==> config.mk <==
export PLATFORM = sky130hd
export DESIGN_NAME = break_heap_allocator
export DESIGN_NICKNAME = d
export VERILOG_FILES = /design/src/sv/bha_pkg.sv /design/src/sv/break_heap_allocator.sv /design/src/sv/bha_ram.sv /design/src/sv/bha_front.sv /design/src/sv/bha_back.sv
export SDC_FILE = /design/constraint.sdc
export NUM_CORES = 2
export LEC_CHECK = 0
export BUFFER_PORTS_ARGS = -buffer_cell sky130_fd_sc_hd__buf_2
export CAP_MARGIN = 0
export CELL_PAD_IN_SITES_DETAIL_PLACEMENT = 0
export CELL_PAD_IN_SITES_GLOBAL_PLACEMENT = 1
export CORE_MARGIN = 5
export CORE_UTILIZATION = 25
export CTS_BUF_LIST = sky130_fd_sc_hd__clkbuf_16
export DETAILED_ROUTE_END_ITERATION = 12
export PLACE_DENSITY_LB_ADDON = 0.1
export SETUP_SLACK_MARGIN = 0.1
export SYNTH_ARGS = -nofsm -noshare
export SYNTH_HDL_FRONTEND = slang
export SYNTH_SLANG_ARGS = --single-unit
==> constraint.sdc <==
create_clock -name clk_i -period 12.02 [get_ports clk_i]
set_input_delay 2.404 -clock clk_i [delete_from_list [all_inputs] [get_ports clk_i]]
set_output_delay 2.404 -clock clk_i [all_outputs]
set_load 0.05 [all_outputs]
==> src/sv/bha_pkg.sv <==
// ----------------------------------------------------------------------------
// bha_pkg: shared types and constants for the break heap allocator
// Widths, modes, status codes and the command record passed front to back.
// ----------------------------------------------------------------------------
`default_nettype none
package bha_pkg;
  localparam int unsigned MaxBlocks   = 64;
  localparam int unsigned HeapBytes   = 1048576;
  localparam int unsigned HeaderBytes = 24;
  localparam int unsigned AlignBytes  = 16;
  localparam int unsigned DataW       = 21;
  localparam int unsigned IdxW        = $clog2(MaxBlocks);
  localparam int unsigned CntW        = IdxW + 1;
  localparam int unsigned QDepth      = 2;

  typedef logic [DataW-1:0] word_t;
  typedef logic [IdxW-1:0]  idx_t;
  typedef logic [CntW-1:0]  cnt_t;

  typedef enum logic [1:0] {
    MODE_ALLOC = 2'd0,
    MODE_FREE  = 2'd1,
    MODE_QUERY = 2'd2,
    MODE_NONE  = 2'd3
  } mode_e;

  typedef enum logic [1:0] {
    ST_OK   = 2'd0,
    ST_OOM  = 2'd1,
    ST_ADDR = 2'd2
  } status_e;

  // Command classified by the front end.
  typedef struct packed {
    mode_e mode;
    logic  fail;   // immediate failure (zero size, oversize or bad mode)
    word_t size;   // rounded request
    word_t addr;
  } cmd_t;

  typedef enum logic [2:0] {
    S_IDLE, S_SCAN, S_COMMIT, S_POP, S_DONE
  } state_e;
endpackage
`default_nettype wire

==> src/sv/break_heap_allocator.sv <==
// ----------------------------------------------------------------------------
// break_heap_allocator: table-based heap allocator with break pointer
// Allocate, free and size query against a 64-entry block table.
// ----------------------------------------------------------------------------
// Usage: drive valid_i with mode/req_bytes/address; a transaction is taken when
// valid_i is high and stall_o low. Each one gives a single result on valid_o
// with status, data_address and block_bytes, held until stall_i is low.
// heap_limit is written through cfg_we_i/cfg_wdata_i; the user must do so only while
// nothing is in flight, as the block itself does not enforce it. A request rejected
// up front (zero or oversize request, bad mode) skips the table walk. Otherwise the
// table walk reads one entry per cycle through the registered table RAM, and a free
// that hits then adds a tail check and pops free tail blocks one per cycle. One item
// is processed at a time; a two-entry command queue lets the sender keep going while
// the engine works.
// Reset clears the table count, the break and the queue; heap_limit returns
// to 1048576. A stalled result holds the engine until it is taken; the queue
// then fills and stall_o rises.
// ----------------------------------------------------------------------------
`default_nettype none
module break_heap_allocator (
  input  wire logic        clk_i,
  input  wire logic        rst_ni,
  input  wire logic        cfg_we_i,
  input  wire logic [20:0] cfg_wdata_i,
  input  wire logic        valid_i,
  output logic             stall_o,
  input  wire logic [1:0]  mode_i,
  input  wire logic [20:0] req_bytes_i,
  input  wire logic [20:0] address_i,
  output logic             valid_o,
  input  wire logic        stall_i,
  output logic [1:0]       status_o,
  output logic [20:0]      data_address_o,
  output logic [20:0]      block_bytes_o
);
  import bha_pkg::*;

  logic [20:0] limit_q;
  logic        cmd_valid, cmd_pop;
  cmd_t        cmd;

  always_ff @(posedge clk_i or negedge rst_ni) begin
    if (!rst_ni) limit_q <= 21'd1048576;
    else if (cfg_we_i) limit_q <= cfg_wdata_i;
  end

  bha_front u_front (
    .clk_i, .rst_ni, .valid_i, .stall_o, .mode_i, .req_bytes_i, .address_i,
    .cmd_valid_o(cmd_valid), .cmd_pop_i(cmd_pop), .cmd_o(cmd));

  bha_back u_back (
    .clk_i, .rst_ni, .heap_limit_i(limit_q), .cmd_valid_i(cmd_valid),
    .cmd_pop_o(cmd_pop), .cmd_i(cmd), .valid_o, .stall_i, .status_o,
    .data_address_o, .block_bytes_o);
endmodule
`default_nettype wire

==> src/sv/bha_ram.sv <==
// ----------------------------------------------------------------------------
// bha_ram: generic single-port-write, one-read RAM
// Registered read data.
// ----------------------------------------------------------------------------
`default_nettype none
module bha_ram #(
  parameter int unsigned Width = 8,
  parameter int unsigned Depth = 16
) (
  input  wire logic                     clk_i,
  input  wire logic                     we_i,
  input  wire logic [$clog2(Depth)-1:0] waddr_i,
  input  wire logic [Width-1:0]         wdata_i,
  input  wire logic [$clog2(Depth)-1:0] raddr_i,
  output logic      [Width-1:0]         rdata_o
);
  logic [Width-1:0] mem [Depth];

  always_ff @(posedge clk_i) begin
    if (we_i) begin
      mem[waddr_i] <= wdata_i;
    end
    rdata_o <= mem[raddr_i];
  end
endmodule
`default_nettype wire

==> src/sv/bha_front.sv <==
// ----------------------------------------------------------------------------
// bha_front: input stage and command queue
// Rounds requests, flags trivial failures and buffers commands.
// ----------------------------------------------------------------------------
`default_nettype none
module bha_front (
  input  wire logic                 clk_i,
  input  wire logic                 rst_ni,
  input  wire logic                 valid_i,
  output logic                      stall_o,
  input  wire logic [1:0]           mode_i,
  input  wire logic [20:0]          req_bytes_i,
  input  wire logic [20:0]          address_i,
  output logic                      cmd_valid_o,
  input  wire logic                 cmd_pop_i,
  output bha_pkg::cmd_t             cmd_o
);
  import bha_pkg::*;

  localparam int unsigned PtrW = $clog2(QDepth);

  cmd_t            q_mem [QDepth];
  logic [PtrW-1:0] wr_q, rd_q;
  logic [PtrW:0]   cnt_q;
  logic [DataW:0]  rounded;
  cmd_t            cmd_in;
  logic            push;

  // Classify the incoming transaction; a request that rounds past 21 bits
  // can never fit nor be appended.
  always_comb begin
    rounded       = {1'b0, req_bytes_i} + (DataW+1)'(AlignBytes - 1);
    cmd_in.mode   = mode_e'(mode_i);
    cmd_in.size   = rounded[DataW-1:0] & ~DataW'(AlignBytes - 1);
    cmd_in.addr   = address_i;
    cmd_in.fail   = (mode_i == MODE_NONE) ||
                    (mode_i == MODE_ALLOC && (req_bytes_i == '0 || rounded[DataW]));
  end

  assign stall_o     = (cnt_q == (PtrW+1)'(QDepth));
  assign push        = valid_i && !stall_o;
  assign cmd_valid_o = (cnt_q != '0);
  assign cmd_o       = q_mem[rd_q];

  // Queue storage.
  always_ff @(posedge clk_i) begin
    if (push) begin
      q_mem[wr_q] <= cmd_in;
    end
  end

  // Queue pointers.
  always_ff @(posedge clk_i or negedge rst_ni) begin
    if (!rst_ni) begin
      wr_q  <= '0;
      rd_q  <= '0;
      cnt_q <= '0;
    end else begin
      if (push) wr_q <= wr_q + 1'b1;
      if (cmd_pop_i) rd_q <= rd_q + 1'b1;
      cnt_q <= cnt_q + (PtrW+1)'(push) - (PtrW+1)'(cmd_pop_i);
    end
  end

  assert property (@(posedge clk_i) disable iff (!rst_ni)
    cmd_pop_i |-> cnt_q != '0) else $error("pop from empty queue");
  assert property (@(posedge clk_i) disable iff (!rst_ni)
    cnt_q <= (PtrW+1)'(QDepth)) else $error("queue overfull");
  assert property (@(posedge clk_i) disable iff (!rst_ni)
    (push && !cmd_pop_i) |=> cnt_q == $past(cnt_q) + 1'b1) else $error("lost push");
endmodule
`default_nettype wire

==> src/sv/bha_back.sv <==
// ----------------------------------------------------------------------------
// bha_back: table engine
// Walks the block table one entry per cycle, updates it and emits results.
// ----------------------------------------------------------------------------
`default_nettype none
module bha_back (
  input  wire logic                 clk_i,
  input  wire logic                 rst_ni,
  input  wire logic [20:0]          heap_limit_i,
  input  wire logic                 cmd_valid_i,
  output logic                      cmd_pop_o,
  input  wire bha_pkg::cmd_t        cmd_i,
  output logic                      valid_o,
  input  wire logic                 stall_i,
  output logic [1:0]                status_o,
  output logic [20:0]               data_address_o,
  output logic [20:0]               block_bytes_o
);
  import bha_pkg::*;

  localparam int unsigned MetaW = DataW + 1;

  state_e  state_q, state_d;
  cmd_t    cmd_q;
  idx_t    i_q, i_d;
  cnt_t    count_q;
  word_t   brk_q;
  logic    best_v_q;
  idx_t    best_q;
  word_t   best_sz_q, best_off_q;
  status_e status_q;
  word_t   data_addr_q, bytes_q;

  // Table RAMs: offset, and {free, size} per entry.
  logic             off_we, meta_we;
  idx_t             waddr, raddr;
  logic [MetaW-1:0] meta_w, meta_r;
  word_t            off_r;

  bha_ram #(.Width(DataW), .Depth(MaxBlocks)) u_off (
    .clk_i, .we_i(off_we), .waddr_i(waddr), .wdata_i(brk_q), .raddr_i(raddr),
    .rdata_o(off_r));
  bha_ram #(.Width(MetaW), .Depth(MaxBlocks)) u_meta (
    .clk_i, .we_i(meta_we), .waddr_i(waddr), .wdata_i(meta_w), .raddr_i(raddr),
    .rdata_o(meta_r));

  // Compare logic on the entry read for i_q (scan) or the tail (pop).
  word_t            sz_r;
  logic             in_rng, last, hit, fits, take, better, upd, app_ok, tail_free;
  logic [DataW+3:0] s4, r5;
  logic [DataW+1:0] end_sum, limit;
  logic [DataW:0]   span;
  idx_t             tail;

  always_comb begin
    sz_r      = meta_r[DataW-1:0];
    in_rng    = cnt_t'(i_q) < count_q;
    last      = (cnt_t'(i_q) + cnt_t'(1)) >= count_q;
    hit       = in_rng &&
                (({1'b0, off_r} + (DataW+1)'(HeaderBytes)) == {1'b0, cmd_q.addr});
    fits      = in_rng && meta_r[DataW] && (sz_r >= cmd_q.size);
    s4        = {1'b0, sz_r, 2'b00};
    r5        = {1'b0, cmd_q.size, 2'b00} + (DataW+4)'(cmd_q.size);
    take      = fits && (s4 <= r5);
    better    = fits && (!best_v_q || sz_r < best_sz_q);
    upd       = (cmd_q.mode == MODE_ALLOC) ? (take || better) : hit;
    end_sum   = (DataW+2)'(brk_q) + (DataW+2)'(HeaderBytes) + (DataW+2)'(cmd_q.size);
    limit     = (heap_limit_i > DataW'(HeapBytes)) ? (DataW+2)'(HeapBytes)
                                                  : (DataW+2)'(heap_limit_i);
    app_ok    = (count_q < cnt_t'(MaxBlocks)) && (end_sum <= limit);
    tail      = idx_t'(count_q - cnt_t'(1));
    // the block just freed may be the tail before its write reaches the RAM
    tail_free = (count_q != '0) && (meta_r[DataW] || tail == best_q);
    span      = (DataW+1)'(HeaderBytes) + (DataW+1)'(sz_r);
  end

  // Next state.
  always_comb begin
    state_d = state_q;
    i_d     = '0;
    case (state_q)
      S_IDLE: begin
        if (cmd_valid_i) state_d = cmd_i.fail ? S_DONE : S_SCAN;
      end
      S_SCAN: begin
        if (last || ((cmd_q.mode == MODE_ALLOC) ? take : hit)) state_d = S_COMMIT;
        else i_d = i_q + idx_t'(1);
      end
      S_COMMIT: state_d = (cmd_q.mode == MODE_FREE && best_v_q) ? S_POP : S_DONE;
      S_POP: begin
        if (!tail_free) state_d = S_DONE;
      end
      S_DONE: begin
        if (!stall_i) state_d = S_IDLE;
      end
      default: state_d = S_IDLE;
    endcase
  end

  // Handshakes and table RAM control.
  always_comb begin
    cmd_pop_o = (state_q == S_IDLE) && cmd_valid_i;
    valid_o   = (state_q == S_DONE);
    raddr     = i_d;
    off_we    = 1'b0;
    meta_we   = 1'b0;
    waddr     = best_q;
    meta_w    = {1'b0, best_sz_q};
    case (state_q)
      S_COMMIT: begin
        raddr = tail;
        if (cmd_q.mode == MODE_ALLOC) begin
          if (best_v_q) begin
            meta_we = 1'b1;
          end else if (app_ok) begin
            off_we  = 1'b1;
            meta_we = 1'b1;
            waddr   = idx_t'(count_q);
            meta_w  = {1'b0, cmd_q.size};
          end
        end else if (cmd_q.mode == MODE_FREE && best_v_q) begin
          meta_we = 1'b1;
          meta_w  = {1'b1, best_sz_q};
        end
      end
      S_POP: raddr = idx_t'(count_q - cnt_t'(2));
      default: ;
    endcase
  end

  always_ff @(posedge clk_i or negedge rst_ni) begin
    if (!rst_ni) state_q <= S_IDLE;
    else         state_q <= state_d;
  end

  // Datapath, break pointer and result registers.
  always_ff @(posedge clk_i or negedge rst_ni) begin
    if (!rst_ni) begin
      cmd_q       <= '0;
      i_q         <= '0;
      count_q     <= '0;
      brk_q       <= '0;
      best_v_q    <= 1'b0;
      best_q      <= '0;
      best_sz_q   <= '0;
      best_off_q  <= '0;
      status_q    <= ST_OK;
      data_addr_q <= '0;
      bytes_q     <= '0;
    end else begin
      i_q <= i_d;
      case (state_q)
        S_IDLE: if (cmd_valid_i) begin
          cmd_q       <= cmd_i;
          best_v_q    <= 1'b0;
          status_q    <= (cmd_i.mode == MODE_ALLOC) ? ST_OOM : ST_ADDR;
          data_addr_q <= '0;
          bytes_q     <= '0;
        end
        S_SCAN: if (upd) begin
          best_v_q   <= 1'b1;
          best_q     <= i_q;
          best_sz_q  <= sz_r;
          best_off_q <= off_r;
        end
        S_COMMIT: begin
          if (cmd_q.mode == MODE_ALLOC) begin
            if (best_v_q) begin
              status_q    <= ST_OK;
              data_addr_q <= best_off_q + DataW'(HeaderBytes);
              bytes_q     <= best_sz_q;
            end else if (app_ok) begin
              status_q    <= ST_OK;
              data_addr_q <= brk_q + DataW'(HeaderBytes);
              bytes_q     <= cmd_q.size;
              brk_q       <= end_sum[DataW-1:0];
              count_q     <= count_q + cnt_t'(1);
            end
          end else if (best_v_q) begin
            status_q    <= ST_OK;
            data_addr_q <= cmd_q.addr;
            bytes_q     <= best_sz_q;
          end
        end
        // pop one free tail block per cycle
        S_POP: if (tail_free) begin
          brk_q   <= (span > (DataW+1)'(brk_q)) ? '0 : brk_q - span[DataW-1:0];
          count_q <= count_q - cnt_t'(1);
        end
        default: ;
      endcase
    end
  end

  assign status_o       = status_q;
  assign data_address_o = data_addr_q;
  assign block_bytes_o  = bytes_q;

  assert property (@(posedge clk_i) disable iff (!rst_ni)
    (valid_o && stall_i) |=> (valid_o && $stable(status_o) &&
      $stable(data_address_o) && $stable(block_bytes_o)))
    else $error("result changed while stalled");
  assert property (@(posedge clk_i) disable iff (!rst_ni)
    count_q <= cnt_t'(MaxBlocks)) else $error("block count overflow");
  assert property (@(posedge clk_i) disable iff (!rst_ni)
    brk_q <= DataW'(HeapBytes)) else $error("break past heap end");
  assert property (@(posedge clk_i) disable iff (!rst_ni)
    cmd_pop_o |-> cmd_valid_i) else $error("pop without command");
endmodule
`default_nettype wire

==> results.py <==
metrics = {
    "worst_setup_path": {
        "rrSetupSlack_ns": 2.96,
        "crit_path_max_fanout": 57,
        "worst_ep_required_time_ns": 12.84,
        "worst_path_max_stage_delay_ns": 0.66,
        "ff2ff_path_depth": 30,
        "reg2reg_start": "u_back.cmd_q[25]",
        "worstSetupStartpointType": "flip-flop",
        "timing.setup.critical_path_class": "flip-flop to flip-flop",
        "cell_mode_on_critical_path": "sky130_fd_sc_hd__a21oi_1",
        "critical_path.slowest_cell": "sky130_fd_sc_hd__buf_4",
        "timing.critical_path.arrival_ns": 9.88,
        "crit-reg2reg-capture": "u_back.u_meta.rdata_o[5]",
        "cp-end-kind": "flip-flop",
    },
    "sta": {
        "finalHoldViolCount": 0,
        "grt_setup_unrepaired": "no",
        "fmax_mhz": 110,
        "final-setup-viol-count": 0,
        "clock_skew_ns": 0.0821,
        "total_negative_setup_slack_ns": 0,
        "final-max-slew-violation-count": 0,
        "slew_headroom": 0.114,
        "max_slew.worst_pin.slew_ns": 1.33,
        "timing.final.crit_period_ns": 9.06,
        "layout_worst_path_cycle_share": 0.754,
    },
    "floorplan": {
        "core_area_um2": 504000,
        "dieArea_um2": 519000,
        "placementRows": 261,
        "die-width_um": 720,
        "top_level_ports": 116,
        "initial_core_util": 0.250,
        "die_h_um": 720,
    },
    "placed_design": {
        "gp_routability_congestion": 0.789,
        "place.detailed.hpwl_mm": 285,
        "number_of_input_and_output_port_buffers_inserted": 115,
        "dp_cells": 15800,
    },
    "clock_network": {
        "cts-hold-fix-buffers": 0,
        "worst_setup_hold_path_clk_slew_ns": 0.06,
        "insertion_delay_ns": 0.98,
        "clockRootBuffer": "sky130_fd_sc_hd__clkbuf_16",
        "cts_made_buffers": 371,
        "post_cts_resized": 0,
        "post_cts_buffers": 0,
        "cts.path.max_buffers": 4,
        "clock_sink_count": 3072,
        "cts_tree": "done",
        "depth_of_the_cts_h_tree": 5,
    },
    "drt": {
        "drc": 0,
        "detailedRoute.firstIterationViolations": 6168,
        "route.detailed.wl_per_inst_um": 28.6,
        "final_antenna_net_count": 0,
        "vias_per_cell": 4.77,
        "vias": 78800,
        "drt_pre_antenna_iters": 6,
        "finalWirelength_mm": 472,
    },
    "grt": {
        "globalRouteOverflowTotal": 0,
        "grt_pass1_vias": 78200,
        "globalRouteTotalUtil": 0.176,
        "initial_antenna_violation_count": 40,
        "grt_start_max_net_pins": 131,
        "grt_first_pass_wirelength_mm": 651,
    },
    "yosys": {
        "yosys.area_share.adder": 0.0179,
        "synth_edf_count": 2834,
        "post-synth-top-area-fraction": 0.674,
        "synth-compound-area-share": 0.0739,
        "asyncSetResetFlopFracSynth": 0.0635,
        "synth.ff_latch_count": 3072,
        "warning_count_from_the_yosys_run": 0,
        "yosys.cell_types.count": 84,
        "xor_xnor_share_of_the_synthesized_area": 0.0110,
        "postSynthAreaPerCell_um2": 13.8,
        "list_of_most_frequent_post_synthesis_cells": "2834 x sky130_fd_sc_hd__edfxtp_1, 1748 x sky130_fd_sc_hd__nand2_1, 650 x sky130_fd_sc_hd__mux2i_1",
        "synth-seq-area-share": 0.720,
        "combinational_family_with_the_most_area_after_synthesis": "simple AND/OR/NAND/NOR gates",
        "yosys.cell_count.top_type": "sky130_fd_sc_hd__edfxtp_1",
        "netlist_area_um2": 126000,
        "synth_simple_gate_area_share": 0.0986,
        "synthTopCellsByArea": "sky130_fd_sc_hd__edfxtp_1 67%, sky130_fd_sc_hd__nand2_1 5.2%, sky130_fd_sc_hd__mux2i_1 5.2%, sky130_fd_sc_hd__dfrtp_1 3.8%, sky130_fd_sc_hd__a21oi_1 2.2%",
        "yosysTopAreaCell": "sky130_fd_sc_hd__edfxtp_1",
        "postSynthCellCount": 9173,
        "postSynth.topFlopCell": "sky130_fd_sc_hd__edfxtp_1",
        "syn-num-nets": 9422,
        "synth.area.mux_share": 0.0577,
    },
    "hold_path": {
        "min_delay_worst_endpoint": "u_back.block_bytes_o[2]",
        "hold_depth": 1,
        "timing.hold.worst.class": "flip-flop to flip-flop",
        "hp-start": "u_back.block_bytes_o[2]",
    },
    "pwr": {
        "share_clk_of_total_power": 0.287,
        "power.switching_fraction": 0.387,
        "power.sequential.fraction": 0.370,
        "power-per-cell-area_nw_per_um2": 255,
        "vdd_ir_drop_max_uv": 277,
        "power.combinational.fraction": 0.343,
        "power.static_leakage_uw": 0.0497,
        "p_switching_uw": 14600,
        "power_report.internal_total_uw": 23200,
        "total_power_uw": 37800,
    },
    "run_status": {
        "status": "complete, no violations",
    },
    "final_layout": {
        "syn2layout_area_growth_pct": 17.7,
        "stdcell_count": 16500,
        "layout-drive-gt1-share": 0.128,
        "postLayoutCoreUtil": 0.294,
        "finalNetCount": 9714,
    },
    "job": {
        "max-cap-violations": 0,
    },
}
==> metrics by stage <==
step,instance area [um2],hold slack (ns),worst slack [ns]
floorplan,126000,0.461,3.02
global placement,137000,0.483,2.85
detailed placement,137000,0.491,2.97
CTS,148000,0.504,2.97
global route,148000,0.513,2.53
finish,148000,0.503,2.96
==> layout make-up <==
type | instances | area, um2
Fill cell | 50700 | 356000
Sequential cell | 3072 | 90900
Multi-Input combinational cell | 5451 | 33500
Clock buffer | 375 | 9380
Tap cell | 6706 | 8390
Timing Repair Buffer | 442 | 3400
Clock inverter | 308 | 2350
Inverter | 127 | 477
Antenna cell | 22 | 55.1
==> flip-flops by register name, summed over array words and instances, names as in the netlist, 22 cells and up <==
register,count
u_back.cmd_q,40
u_back.u_off.mem,1344
u_front.q_mem,82
u_back.u_meta.rdata_o,22
u_back.u_meta.mem,1408
==> critical path: cells and delay by family (launching register included) <==
family,cells,cell delay [ns]
fa+ha+maj,3,1.01
xor+xnor,1,0.15
buf+inv,3,1.65
compound gates,19,4.40
flops,1,0.47
simple gates,3,0.78
mux,1,0.29
==> per-layer routing <==
metal,wire [um],track usage,vias to the layer above
li1,-,-,35200
met1,226000,0.255,41300
met2,217000,0.283,1779
met3,19300,0.0202,494
met4,9680,0.0351,2
met5,13,0,-
==> layout by cell type (no fill, tap or decap), types with 32 or more instances in the layout <==
master and instances:
sky130_fd_sc_hd__edfxtp_1 2834, sky130_fd_sc_hd__mux2_2 69, sky130_fd_sc_hd__xor2_1 51, sky130_fd_sc_hd__a22oi_1 61, sky130_fd_sc_hd__inv_1 218, sky130_fd_sc_hd__nor4_1 33, sky130_fd_sc_hd__buf_2 114, sky130_fd_sc_hd__o21ai_0 114
sky130_fd_sc_hd__nor3_1 75, sky130_fd_sc_hd__dfrtp_1 170, sky130_fd_sc_hd__nand3_1 467, sky130_fd_sc_hd__xnor2_1 108, sky130_fd_sc_hd__a32oi_1 49, sky130_fd_sc_hd__a21o_1 41, sky130_fd_sc_hd__nor2_2 102, sky130_fd_sc_hd__nor4_2 32
sky130_fd_sc_hd__mux2i_1 644, sky130_fd_sc_hd__nor2_1 157, sky130_fd_sc_hd__or4_1 40, sky130_fd_sc_hd__buf_4 298, sky130_fd_sc_hd__a31oi_1 258, sky130_fd_sc_hd__dfxtp_1 43, sky130_fd_sc_hd__clkbuf_16 375, sky130_fd_sc_hd__nand2_1 1748
sky130_fd_sc_hd__clkinv_1 91, sky130_fd_sc_hd__o22ai_1 253, sky130_fd_sc_hd__a21oi_1 551, sky130_fd_sc_hd__clkinv_2 63, sky130_fd_sc_hd__ha_1 176, sky130_fd_sc_hd__nand4_1 86
==> logic make-up (layout without fill, tap and decap cells) <==
group,after synthesis,after routing
DFF,3072,3072
and+or+nand+nor,2878,2878
AOI/OAI and AO/OA,1516,1516
muxes,719,719
buffers and inverters,650,1252
adders and majority gates,179,179
xor gates and xnor gates,159,159
other,0,22
==> power groups by stage <==
stage | logic (uW) | clock network, uW | registers (uW)
2_1_floorplan | 7400 | 0 | 14100
3_3_place_gp | 13200 | 0 | 14200
3_5_place_dp | 13200 | 0 | 14300
4_1_cts | 13300 | 11200 | 14000
5_1_grt | 14200 | 11700 | 14000
6_report | 13000 | 10800 | 14000
==> worst max-delay path by stage <==
stage	start	endpoint	slack, ns
detailed placement	u_back.cmd_q[25]	u_back.u_meta.rdata_o[5]	2.97
global route	u_back.cmd_q[25]	u_back.u_meta.rdata_o[5]	2.53
finish	u_back.cmd_q[25]	u_back.u_meta.rdata_o[5]	2.96
global placement	u_back.cmd_q[25]	u_back.u_meta.rdata_o[5]	2.85
CTS	u_back.cmd_q[25]	u_back.u_meta.rdata_o[5]	2.97
floorplan	u_back.brk_q[3]	u_back.u_off.mem[38][0]	3.02
(Power assumes the default switching activity.)
